--- config.mk ---
export PLATFORM = sky130hd
export DESIGN_NAME = multi_voice_tone_generator
export DESIGN_NICKNAME = d
export VERILOG_FILES = /design/src/rtl/core/mvtg_pkg.sv /design/src/rtl/core/mvtg_ctrl.sv /design/src/rtl/core/mvtg_datapath.sv /design/src/rtl/core/multi_voice_tone_generator.sv
export SDC_FILE = /design/constraint.sdc
export NUM_CORES = 1
export LEC_CHECK = 0
export BUFFER_PORTS_ARGS = -buffer_cell sky130_fd_sc_hd__buf_4
export CAP_MARGIN = 20
export CORE_MARGIN = 1
export CORE_UTILIZATION = 63
export CTS_CLUSTER_DIAMETER = 200
export DETAILED_ROUTE_END_ITERATION = 10
export HOLD_SLACK_MARGIN = 0.08
export PLACE_DENSITY_LB_ADDON = 0.12
export SETUP_SLACK_MARGIN = 0.1
export SLEW_MARGIN = 20
export SYNTH_ARGS = -nofsm -noshare
export SYNTH_HDL_FRONTEND = slang
export SYNTH_HIERARCHICAL = 1
export SYNTH_SLANG_ARGS = --single-unit
--- constraint.sdc ---
create_clock -name clk_i -period 8.45 [get_ports clk_i]
set_clock_uncertainty 0.2 [all_clocks]
set_input_delay 2.1125 -clock clk_i [delete_from_list [all_inputs] [get_ports clk_i]]
set_output_delay 2.1125 -clock clk_i [all_outputs]
set_load 0.1 [all_outputs]
--- src/rtl/core/mvtg_pkg.sv ---
`default_nettype none

package mvtg_pkg;

  localparam int unsigned SQUARE_VOICES_DEF   = 4;
  localparam int unsigned TRIANGLE_VOICES_DEF = 2;
  localparam int unsigned SAW_VOICES_DEF      = 2;

  // up to eight voices of each kind
  localparam int unsigned VOICE_IDX_W = 3;

  localparam int unsigned PHASE_W  = 16;
  localparam int unsigned PERIOD_W = 15;
  localparam int unsigned MIX_W    = 8;
  localparam int unsigned TICK_W   = 16;

  localparam logic [1:0] OP_TICK   = 2'd0;
  localparam logic [1:0] OP_PERIOD = 2'd1;
  localparam logic [1:0] OP_VOLUME = 2'd2;
  localparam logic [1:0] OP_CLEAR  = 2'd3;

  localparam logic [1:0] KIND_SQUARE   = 2'd0;
  localparam logic [1:0] KIND_TRIANGLE = 2'd1;
  localparam logic [1:0] KIND_SAW      = 2'd2;

  localparam logic [PHASE_W-1:0] SQUARE_STEP = 16'd8;
  localparam logic [PHASE_W-1:0] SLOW_STEP   = 16'd64;

  localparam logic [3:0] VOLUME_MAX = 4'd15;
  localparam logic [7:0] TRI_UP     = 8'd2;
  localparam logic [7:0] TRI_DOWN   = 8'd254;
  localparam logic [7:0] TRI_TOP    = 8'd17;
  localparam logic [7:0] TRI_TOP_TO = 8'd14;
  localparam logic [7:0] TRI_BOT    = 8'd254;
  localparam logic [7:0] TRI_BOT_TO = 8'd1;

  typedef enum logic [2:0] {
    CMD_NONE    = 3'd0,
    CMD_WRITE   = 3'd1,
    CMD_TICK    = 3'd2,
    CMD_STEP    = 3'd3,
    CMD_PUBLISH = 3'd4
  } cmd_op_e;

  typedef struct packed {
    cmd_op_e                op;
    logic [1:0]             kind;
    logic [VOICE_IDX_W-1:0] idx;
  } cmd_t;

endpackage

`default_nettype wire

--- src/rtl/core/mvtg_ctrl.sv ---
`default_nettype none

module mvtg_ctrl #(
  parameter int unsigned SQUARE_VOICES   = mvtg_pkg::SQUARE_VOICES_DEF,
  parameter int unsigned TRIANGLE_VOICES = mvtg_pkg::TRIANGLE_VOICES_DEF,
  parameter int unsigned SAW_VOICES      = mvtg_pkg::SAW_VOICES_DEF
) (
  input  wire logic          clk_i,
  input  wire logic          rst_ni,
  input  wire logic          in_valid_i,
  output      logic          in_stall_o,
  input  wire logic [1:0]    operation_i,
  output      logic          out_valid_o,
  input  wire logic          out_stall_i,
  output      mvtg_pkg::cmd_t cmd_o
);
  import mvtg_pkg::*;

  typedef enum logic [4:0] {
    ST_IDLE     = 5'b00001,
    ST_SQUARE   = 5'b00010,
    ST_TRIANGLE = 5'b00100,
    ST_SAW      = 5'b01000,
    ST_FINISH   = 5'b10000
  } state_e;

  localparam logic [VOICE_IDX_W-1:0] SqLast  = VOICE_IDX_W'(SQUARE_VOICES - 1);
  localparam logic [VOICE_IDX_W-1:0] TriLast = VOICE_IDX_W'(TRIANGLE_VOICES - 1);
  localparam logic [VOICE_IDX_W-1:0] SawLast = VOICE_IDX_W'(SAW_VOICES - 1);

  state_e                 state_q, state_d;
  logic [VOICE_IDX_W-1:0] cnt_q, cnt_d;
  logic                   out_valid_q, out_valid_d;
  logic                   accept;
  logic                   out_free;

  assign in_stall_o  = (state_q != ST_IDLE);
  assign accept      = in_valid_i && !in_stall_o;
  assign out_valid_o = out_valid_q;
  assign out_free    = !out_valid_q || !out_stall_i;

  always_comb begin
    state_d     = state_q;
    cnt_d       = cnt_q;
    out_valid_d = out_valid_q && out_stall_i;
    cmd_o.op    = CMD_NONE;
    cmd_o.kind  = KIND_SQUARE;
    cmd_o.idx   = cnt_q;
    case (state_q)
      ST_IDLE: begin
        if (accept) begin
          if (operation_i == OP_TICK) begin
            cmd_o.op = CMD_TICK;
            cnt_d    = '0;
            state_d  = ST_SQUARE;
          end else begin
            cmd_o.op = CMD_WRITE;
          end
        end
      end
      ST_SQUARE: begin
        cmd_o.op   = CMD_STEP;
        cmd_o.kind = KIND_SQUARE;
        if (cnt_q == SqLast) begin
          cnt_d   = '0;
          state_d = ST_TRIANGLE;
        end else begin
          cnt_d = cnt_q + 1'b1;
        end
      end
      ST_TRIANGLE: begin
        cmd_o.op   = CMD_STEP;
        cmd_o.kind = KIND_TRIANGLE;
        if (cnt_q == TriLast) begin
          cnt_d   = '0;
          state_d = ST_SAW;
        end else begin
          cnt_d = cnt_q + 1'b1;
        end
      end
      ST_SAW: begin
        cmd_o.op   = CMD_STEP;
        cmd_o.kind = KIND_SAW;
        if (cnt_q == SawLast) begin
          cnt_d   = '0;
          state_d = ST_FINISH;
        end else begin
          cnt_d = cnt_q + 1'b1;
        end
      end
      ST_FINISH: begin
        if (out_free) begin
          cmd_o.op    = CMD_PUBLISH;
          out_valid_d = 1'b1;
          state_d     = ST_IDLE;
        end
      end
      default: begin
        state_d = ST_IDLE;
      end
    endcase
  end

  always_ff @(posedge clk_i or negedge rst_ni) begin
    if (!rst_ni) begin
      state_q     <= ST_IDLE;
      cnt_q       <= '0;
      out_valid_q <= 1'b0;
    end else begin
      state_q     <= state_d;
      cnt_q       <= cnt_d;
      out_valid_q <= out_valid_d;
    end
  end

endmodule

`default_nettype wire

--- src/rtl/core/mvtg_datapath.sv ---
`default_nettype none

module mvtg_datapath #(
  parameter int unsigned SQUARE_VOICES   = mvtg_pkg::SQUARE_VOICES_DEF,
  parameter int unsigned TRIANGLE_VOICES = mvtg_pkg::TRIANGLE_VOICES_DEF,
  parameter int unsigned SAW_VOICES      = mvtg_pkg::SAW_VOICES_DEF
) (
  input  wire logic                              clk_i,
  input  wire logic                              rst_ni,
  input  wire mvtg_pkg::cmd_t                    cmd_i,
  input  wire logic [1:0]                        operation_i,
  input  wire logic [1:0]                        voice_kind_i,
  input  wire logic [1:0]                        voice_index_i,
  input  wire logic [mvtg_pkg::PERIOD_W-1:0]     write_value_i,
  output      logic [mvtg_pkg::MIX_W-1:0]        mixed_level_o,
  output      logic [mvtg_pkg::TICK_W-1:0]       tick_count_o
);
  import mvtg_pkg::*;

  localparam int unsigned SqW  = (SQUARE_VOICES > 1) ? $clog2(SQUARE_VOICES) : 1;
  localparam int unsigned TriW = (TRIANGLE_VOICES > 1) ? $clog2(TRIANGLE_VOICES) : 1;
  localparam int unsigned SawW = (SAW_VOICES > 1) ? $clog2(SAW_VOICES) : 1;

  logic [PERIOD_W-1:0] sq_period_q  [SQUARE_VOICES];
  logic [PHASE_W-1:0]  sq_phase_q   [SQUARE_VOICES];
  logic [3:0]          sq_level_q   [SQUARE_VOICES];
  logic [3:0]          sq_volume_q  [SQUARE_VOICES];
  logic [PERIOD_W-1:0] tri_period_q [TRIANGLE_VOICES];
  logic [PHASE_W-1:0]  tri_phase_q  [TRIANGLE_VOICES];
  logic [7:0]          tri_level_q  [TRIANGLE_VOICES];
  logic                tri_rising_q [TRIANGLE_VOICES];
  logic [PERIOD_W-1:0] saw_period_q [SAW_VOICES];
  logic [PHASE_W-1:0]  saw_phase_q  [SAW_VOICES];
  logic [3:0]          saw_level_q  [SAW_VOICES];

  logic [TICK_W-1:0]   tick_q;
  logic [MIX_W-1:0]    mix_q;
  logic [MIX_W-1:0]    mixed_q;
  logic [TICK_W-1:0]   tick_out_q;

  logic [SqW-1:0]      sq_idx, sq_widx;
  logic [TriW-1:0]     tri_idx, tri_widx;
  logic [SawW-1:0]     saw_idx, saw_widx;
  logic                sq_hit, tri_hit, saw_hit;
  logic [3:0]          vol_sat;

  logic [PERIOD_W-1:0] sel_period;
  logic [PHASE_W-1:0]  sel_phase;
  logic [PHASE_W-1:0]  sel_step;
  logic [PHASE_W-1:0]  phase_sub;
  logic [PHASE_W-1:0]  phase_new;
  logic                wrapped;

  logic [3:0]          sq_level_new;
  logic [7:0]          tri_sum;
  logic [7:0]          tri_level_new;
  logic                tri_rising_new;
  logic [3:0]          saw_level_new;
  logic [7:0]          level_add;

  assign sq_idx   = SqW'(cmd_i.idx);
  assign tri_idx  = TriW'(cmd_i.idx);
  assign saw_idx  = SawW'(cmd_i.idx);
  assign sq_widx  = SqW'(voice_index_i);
  assign tri_widx = TriW'(voice_index_i);
  assign saw_widx = SawW'(voice_index_i);

  assign sq_hit  = (voice_kind_i == KIND_SQUARE) && (32'(voice_index_i) < SQUARE_VOICES);
  assign tri_hit = (voice_kind_i == KIND_TRIANGLE) &&
                   (32'(voice_index_i) < TRIANGLE_VOICES);
  assign saw_hit = (voice_kind_i == KIND_SAW) && (32'(voice_index_i) < SAW_VOICES);
  assign vol_sat = (|write_value_i[PERIOD_W-1:4]) ? VOLUME_MAX : write_value_i[3:0];

  // shared phase unit, one voice a cycle
  always_comb begin
    sel_period = '0;
    sel_phase  = '0;
    sel_step   = SLOW_STEP;
    case (cmd_i.kind)
      KIND_SQUARE: begin
        sel_period = sq_period_q[sq_idx];
        sel_phase  = sq_phase_q[sq_idx];
        sel_step   = SQUARE_STEP;
      end
      KIND_TRIANGLE: begin
        sel_period = tri_period_q[tri_idx];
        sel_phase  = tri_phase_q[tri_idx];
      end
      KIND_SAW: begin
        sel_period = saw_period_q[saw_idx];
        sel_phase  = saw_phase_q[saw_idx];
      end
      default: begin
        sel_period = '0;
      end
    endcase
    phase_sub = sel_phase - sel_step;
    wrapped   = (sel_period != '0) && phase_sub[PHASE_W-1];
    if (sel_period == '0) begin
      phase_new = sel_phase;
    end else if (wrapped) begin
      phase_new = phase_sub + PHASE_W'(sel_period);
    end else begin
      phase_new = phase_sub;
    end
  end

  always_comb begin
    sq_level_new = sq_level_q[sq_idx];
    if (wrapped) begin
      sq_level_new = (sq_level_q[sq_idx] != '0) ? 4'd0 : sq_volume_q[sq_idx];
    end
    tri_sum        = tri_level_q[tri_idx] + (tri_rising_q[tri_idx] ? TRI_UP : TRI_DOWN);
    tri_level_new  = tri_level_q[tri_idx];
    tri_rising_new = tri_rising_q[tri_idx];
    if (wrapped) begin
      if (tri_sum == TRI_TOP) begin
        tri_level_new  = TRI_TOP_TO;
        tri_rising_new = 1'b0;
      end else if (tri_sum == TRI_BOT) begin
        tri_level_new  = TRI_BOT_TO;
        tri_rising_new = 1'b1;
      end else begin
        tri_level_new = tri_sum;
      end
    end
    saw_level_new = wrapped ? saw_level_q[saw_idx] + 4'd1 : saw_level_q[saw_idx];
    case (cmd_i.kind)
      KIND_SQUARE:   level_add = 8'(sq_level_new);
      KIND_TRIANGLE: level_add = tri_level_new;
      KIND_SAW:      level_add = 8'(saw_level_new);
      default:       level_add = '0;
    endcase
  end

  always_ff @(posedge clk_i or negedge rst_ni) begin
    if (!rst_ni) begin
      for (int i = 0; i < SQUARE_VOICES; i++) begin
        sq_period_q[i] <= '0;
        sq_phase_q[i]  <= '0;
        sq_level_q[i]  <= '0;
        sq_volume_q[i] <= VOLUME_MAX;
      end
      for (int i = 0; i < TRIANGLE_VOICES; i++) begin
        tri_period_q[i] <= '0;
        tri_phase_q[i]  <= '0;
        tri_level_q[i]  <= '0;
        tri_rising_q[i] <= 1'b0;
      end
      for (int i = 0; i < SAW_VOICES; i++) begin
        saw_period_q[i] <= '0;
        saw_phase_q[i]  <= '0;
        saw_level_q[i]  <= '0;
      end
      tick_q <= '0;
      mix_q  <= '0;
    end else begin
      case (cmd_i.op)
        CMD_WRITE: begin
          if (sq_hit) begin
            if (operation_i == OP_PERIOD) begin
              sq_period_q[sq_widx] <= write_value_i;
            end else if (operation_i == OP_VOLUME) begin
              sq_volume_q[sq_widx] <= vol_sat;
            end else if (operation_i == OP_CLEAR) begin
              sq_period_q[sq_widx] <= '0;
              sq_phase_q[sq_widx]  <= '0;
              sq_level_q[sq_widx]  <= '0;
              sq_volume_q[sq_widx] <= VOLUME_MAX;
            end
          end else if (tri_hit) begin
            if (operation_i == OP_PERIOD) begin
              tri_period_q[tri_widx] <= write_value_i;
            end else if (operation_i == OP_CLEAR) begin
              tri_period_q[tri_widx] <= '0;
              tri_phase_q[tri_widx]  <= '0;
              tri_level_q[tri_widx]  <= '0;
              tri_rising_q[tri_widx] <= 1'b0;
            end
          end else if (saw_hit) begin
            if (operation_i == OP_PERIOD) begin
              saw_period_q[saw_widx] <= write_value_i;
            end else if (operation_i == OP_CLEAR) begin
              saw_period_q[saw_widx] <= '0;
              saw_phase_q[saw_widx]  <= '0;
              saw_level_q[saw_widx]  <= '0;
            end
          end
        end
        CMD_TICK: begin
          tick_q <= tick_q + 1'b1;
          mix_q  <= '0;
        end
        CMD_STEP: begin
          mix_q <= mix_q + level_add;
          case (cmd_i.kind)
            KIND_SQUARE: begin
              sq_phase_q[sq_idx] <= phase_new;
              sq_level_q[sq_idx] <= sq_level_new;
            end
            KIND_TRIANGLE: begin
              tri_phase_q[tri_idx]  <= phase_new;
              tri_level_q[tri_idx]  <= tri_level_new;
              tri_rising_q[tri_idx] <= tri_rising_new;
            end
            KIND_SAW: begin
              saw_phase_q[saw_idx] <= phase_new;
              saw_level_q[saw_idx] <= saw_level_new;
            end
            default: begin
            end
          endcase
        end
        default: begin
          mix_q <= mix_q;
        end
      endcase
    end
  end

  always_ff @(posedge clk_i) begin
    if (cmd_i.op == CMD_PUBLISH) begin
      mixed_q    <= mix_q;
      tick_out_q <= tick_q;
    end
  end

  assign mixed_level_o = mixed_q;
  assign tick_count_o  = tick_out_q;

endmodule

`default_nettype wire

--- src/rtl/core/multi_voice_tone_generator.sv ---
// a tick is accepted in idle; the single shared phase unit then visits one voice a cycle,
// every square, then every triangle, then every saw voice, and the finish state publishes
// the sum, waiting while the output register still holds a result not yet taken; writes
// and clears give no result, and no new request is taken until the tick has published
// reset: asynchronous active low; periods, phases and levels zero, volumes fifteen,
// triangles falling, tick counter zero
`default_nettype none

module multi_voice_tone_generator #(
  parameter int unsigned SQUARE_VOICES   = mvtg_pkg::SQUARE_VOICES_DEF,
  parameter int unsigned TRIANGLE_VOICES = mvtg_pkg::TRIANGLE_VOICES_DEF,
  parameter int unsigned SAW_VOICES      = mvtg_pkg::SAW_VOICES_DEF
) (
  input  wire logic                          clk_i,
  input  wire logic                          rst_ni,
  input  wire logic                          in_valid_i,
  output      logic                          in_stall_o,
  input  wire logic [1:0]                    operation_i,
  input  wire logic [1:0]                    voice_kind_i,
  input  wire logic [1:0]                    voice_index_i,
  input  wire logic [mvtg_pkg::PERIOD_W-1:0] write_value_i,
  output      logic                          out_valid_o,
  input  wire logic                          out_stall_i,
  output      logic [mvtg_pkg::MIX_W-1:0]    mixed_level_o,
  output      logic [mvtg_pkg::TICK_W-1:0]   tick_count_o
);
  import mvtg_pkg::*;

  cmd_t cmd;

  mvtg_ctrl #(
    .SQUARE_VOICES   (SQUARE_VOICES),
    .TRIANGLE_VOICES (TRIANGLE_VOICES),
    .SAW_VOICES      (SAW_VOICES)
  ) u_ctrl (
    .clk_i       (clk_i),
    .rst_ni      (rst_ni),
    .in_valid_i  (in_valid_i),
    .in_stall_o  (in_stall_o),
    .operation_i (operation_i),
    .out_valid_o (out_valid_o),
    .out_stall_i (out_stall_i),
    .cmd_o       (cmd)
  );

  mvtg_datapath #(
    .SQUARE_VOICES   (SQUARE_VOICES),
    .TRIANGLE_VOICES (TRIANGLE_VOICES),
    .SAW_VOICES      (SAW_VOICES)
  ) u_datapath (
    .clk_i         (clk_i),
    .rst_ni        (rst_ni),
    .cmd_i         (cmd),
    .operation_i   (operation_i),
    .voice_kind_i  (voice_kind_i),
    .voice_index_i (voice_index_i),
    .write_value_i (write_value_i),
    .mixed_level_o (mixed_level_o),
    .tick_count_o  (tick_count_o)
  );

endmodule

`default_nettype wire

==> run summary <==
outcome - finished clean
Max Cap Viol - 0
CP Capture Type - register
largest net degree at the start of global routing - 184
CP Max Fanout - 25
Tcrit/Tclk final - 0.874
top layer in use - met4
WL met3 - 4270 um
Num CTS Buffers - 39
Final Hold Vio Count - 0
DP Area - 0.0188 mm^2
# Post-CTS Setup Buffers - 0
WHS Path Cells - 2
overall routed net length - 49800 um
clk root buf - clkbuf_16
number of flops mapped to enable cells by yosys - 24
CP required - 8.67 ns
GR Overflow Total - 0
setup TNS - 0 ns
placed insts - 2071
Die Wd - 172 um
Vias - 14200
R2R cell count - 25
Clk pin slew, worst setup/hold paths - 0.06 ns
#FFs+latches synth - 363
CP arrival - 7.60 ns
post-cts sizing count - 0
IO Count - 51
Avg WL per Cell - 23.3 um
syn avg cell area - 10.5 um^2
Sequential Area - 0.00923 mm^2
fmax - 135 MHz
worst setup path category - register to register
PortBufs - 50
register area share after synthesis - 0.509
Final Critical Period - 7.38 ns
DRC Markers - 0
Die H - 172 um
class of the worst hold path - register to register
hold bufs inserted after CTS - 0
Distinct cells, synth - 78
Synth Cell Area - 0.0181 mm^2
first-pass GRT wire length - 77900 um
VDD IR-drop max - 0.213 mV
full die area - 0.0295 mm^2
RSZ-0062 raised after global routing - no
drt pass-1 iters - 5
final hold slack - 0.275 ns
max-slew violation count - 0
footprint of the multi-input gates - 0.00843 mm^2
maximum buffer depth of the clock tree - 3
Skew-Pair Late Insertion Delay - 0.54 ns
Syn Nets - 1787
Detail Route Antenna Nets - 0
final std cells w/o fill - 2142
pwr dens - 225 mW/mm^2
Finished Cell Area - 0.0202 mm^2
Leak - 8.89 nW
Layout Utilization - 0.718
antenna violations before repair - 0
Fillers - 2100
worst-margin pin slew - 1.13 ns
nets - 1798
Main synth FF type - dfrtp_1
CTS tree - done
Worst slew margin - 0.242
DRT met1 WL - 20500 um
clk sinks - 363
share of cells above drive strength 1 - 0.142
detailed-routed wire length on met2 - 23500 um
Yosys Warn Count - 6
Placer Congestion - 0.915
core region area - 0.0281 mm^2
Rows - 61
vias in the first global route - 13800
Post-synth ARST share - 0.934
drt via density - 6.64
H-tree Lvls - 2
final setup fails - 0
1st-iter DRT viols - 1469
startpoint types - register
Post-Synthesis Cells - 1723
diodes inserted - 0
initial core utilization - 0.646
Final HPWL DP - 32200 um
gr usage total - 0.350
Area Overhead vs Synth - 11.2%
worst paths after layout:
| path | start | to | slack, ns |
|---|---|---|---|
| setup / recovery | u_ctrl/state_q[1] | u_datapath/mix_q[7] | 1.07 |
| hold / removal | u_datapath/sq_phase_q[23] | u_datapath/sq_phase_q[23] | 0.28 |
| setup reg to reg | u_ctrl/state_q[1] | u_datapath/mix_q[7] | 1.07 |
| hold reg to reg | u_datapath/sq_phase_q[23] | u_datapath/sq_phase_q[23] | 0.28 |
| max in group asynchronous | rst_ni | u_datapath/sq_period_q[28] | 5.27 |
| min in group asynchronous | rst_ni | u_datapath/mix_q[6] | 1.35 |
metrics by stage:
stage	setup slack, ns	total power [mW]
2_1_floorplan	1.81	2.49
3_3_place_gp	1.58	2.74
3_5_place_dp	1.30	2.75
4_1_cts	1.25	4.53
5_1_grt	0.580	4.70
6_report	1.07	4.53
routing by layer:
layer / track usage / vias up
li1: - / 6275
met1: 0.485 / 7128
met2: 0.562 / 711
met3: 0.0536 / 117
met4: 0.126 / 0
met5: 0 / -
cell type report:
class,count,area share
clock inverters,16,0.0102
repair buffers,71,0.0281
clock buffers,55,0.0574
flip-flops and latches,363,0.458
inverters,25,0.00465
multi-input cells,1234,0.418
well taps,378,0.0235
power by group:
part	switching, mW	internal [mW]
Sequential	0.0619	1.83
Clock	0.706	1.08
Combinational	0.548	0.296
registers in the layout, indices dropped and copies added (netlist names):
register	count
u_datapath/sq_phase_q	64
u_datapath/sq_period_q	60
u_datapath/saw_phase_q	32
u_datapath/tri_phase_q	32
u_datapath/saw_period_q	30
u_datapath/tri_period_q	30
u_datapath/sq_level_q	16
u_datapath/sq_volume_q	16
u_datapath/tick_count_o	16
u_datapath/tick_q	16
u_datapath/tri_level_q	16
u_datapath/mix_q	8
u_datapath/mixed_level_o	8
u_datapath/saw_level_q	8
u_ctrl/state_q	5
u_ctrl/cnt_q	3
u_datapath/tri_rising_q	2
u_ctrl/out_valid_o	1
worst max-delay path: stages, from the launching register on:
cell and delay [ns]:
dfrtp_1 0.53, or3_4 0.46, nand2b_4 0.17, inv_1 0.06, buf_4 0.25, nand2b_1 0.69
nor2_1 0.11, a21oi_1 0.29, ha_1 0.30, a31oi_1 0.16, or4_1 0.52, o21ai_4 0.27
nand3_4 0.35, nor2_1 0.44, a22o_1 0.23, o21ai_0 0.17, ha_1 0.35, a21o_1 0.16
a21oi_1 0.22, o21bai_1 0.10, a21oi_1 0.26, o21bai_1 0.11, a21oi_1 0.42, nor4_1 0.09
a221oi_1 0.26, nand3_1 0.11
synth_stat cells (23+ instances only):
master | number | area (um^2)
nor3_1 | 27 | 135
a21oi_1 | 46 | 230
inv_1 | 25 | 93.8
xnor2_1 | 32 | 280
mux2_2 | 30 | 338
mux4_2 | 34 | 766
dfrtp_1 | 322 | 8060
o21ai_0 | 230 | 1150
ha_1 | 36 | 450
nand2_1 | 304 | 1140
nor2_1 | 60 | 225
a21o_1 | 26 | 195
clkbuf_1 | 70 | 263
o22ai_1 | 25 | 156
mux2i_1 | 73 | 731
nand3_1 | 23 | 115
a32o_1 | 24 | 240
a22o_1 | 85 | 744
edfxtp_1 | 24 | 721
logic make-up after synthesis:
logic type | share of synthesized area
simple gates | 0.132
compound gates | 0.174
flops | 0.509
mux | 0.104
buf+inv | 0.0300
xor+xnor | 0.0227
fa+ha+maj | 0.0281
cell usage in the layout (no fill, tap or decap), drive strengths merged, types with 4 or more instances in the layout:
cell	synthesis	routed
a32o	24	24
or4	6	6
nor2	61	61
edfxtp	24	24
xor2	15	15
nand3	24	24
bufinv	0	4
nor4	17	17
a31oi	6	6
dfrtp	322	322
or2	5	5
and3	9	9
mux2i	73	73
nor2b	11	11
a22o	85	85
a222oi	5	5
dfstp	17	17
mux2	34	34
buf	31	71
o21bai	4	4
nand2	304	304
nand2b	18	18
mux4	34	34
o21ai	231	231
inv	25	27
clkbuf	70	55
and2	9	9
ha	36	36
clkinv	0	9
o22ai	25	25
nor3	27	27
a21oi	46	46
xnor2	32	32
a21o	26	26
nand4	8	8
Note: power is estimated with default switching activity, not from simulation.
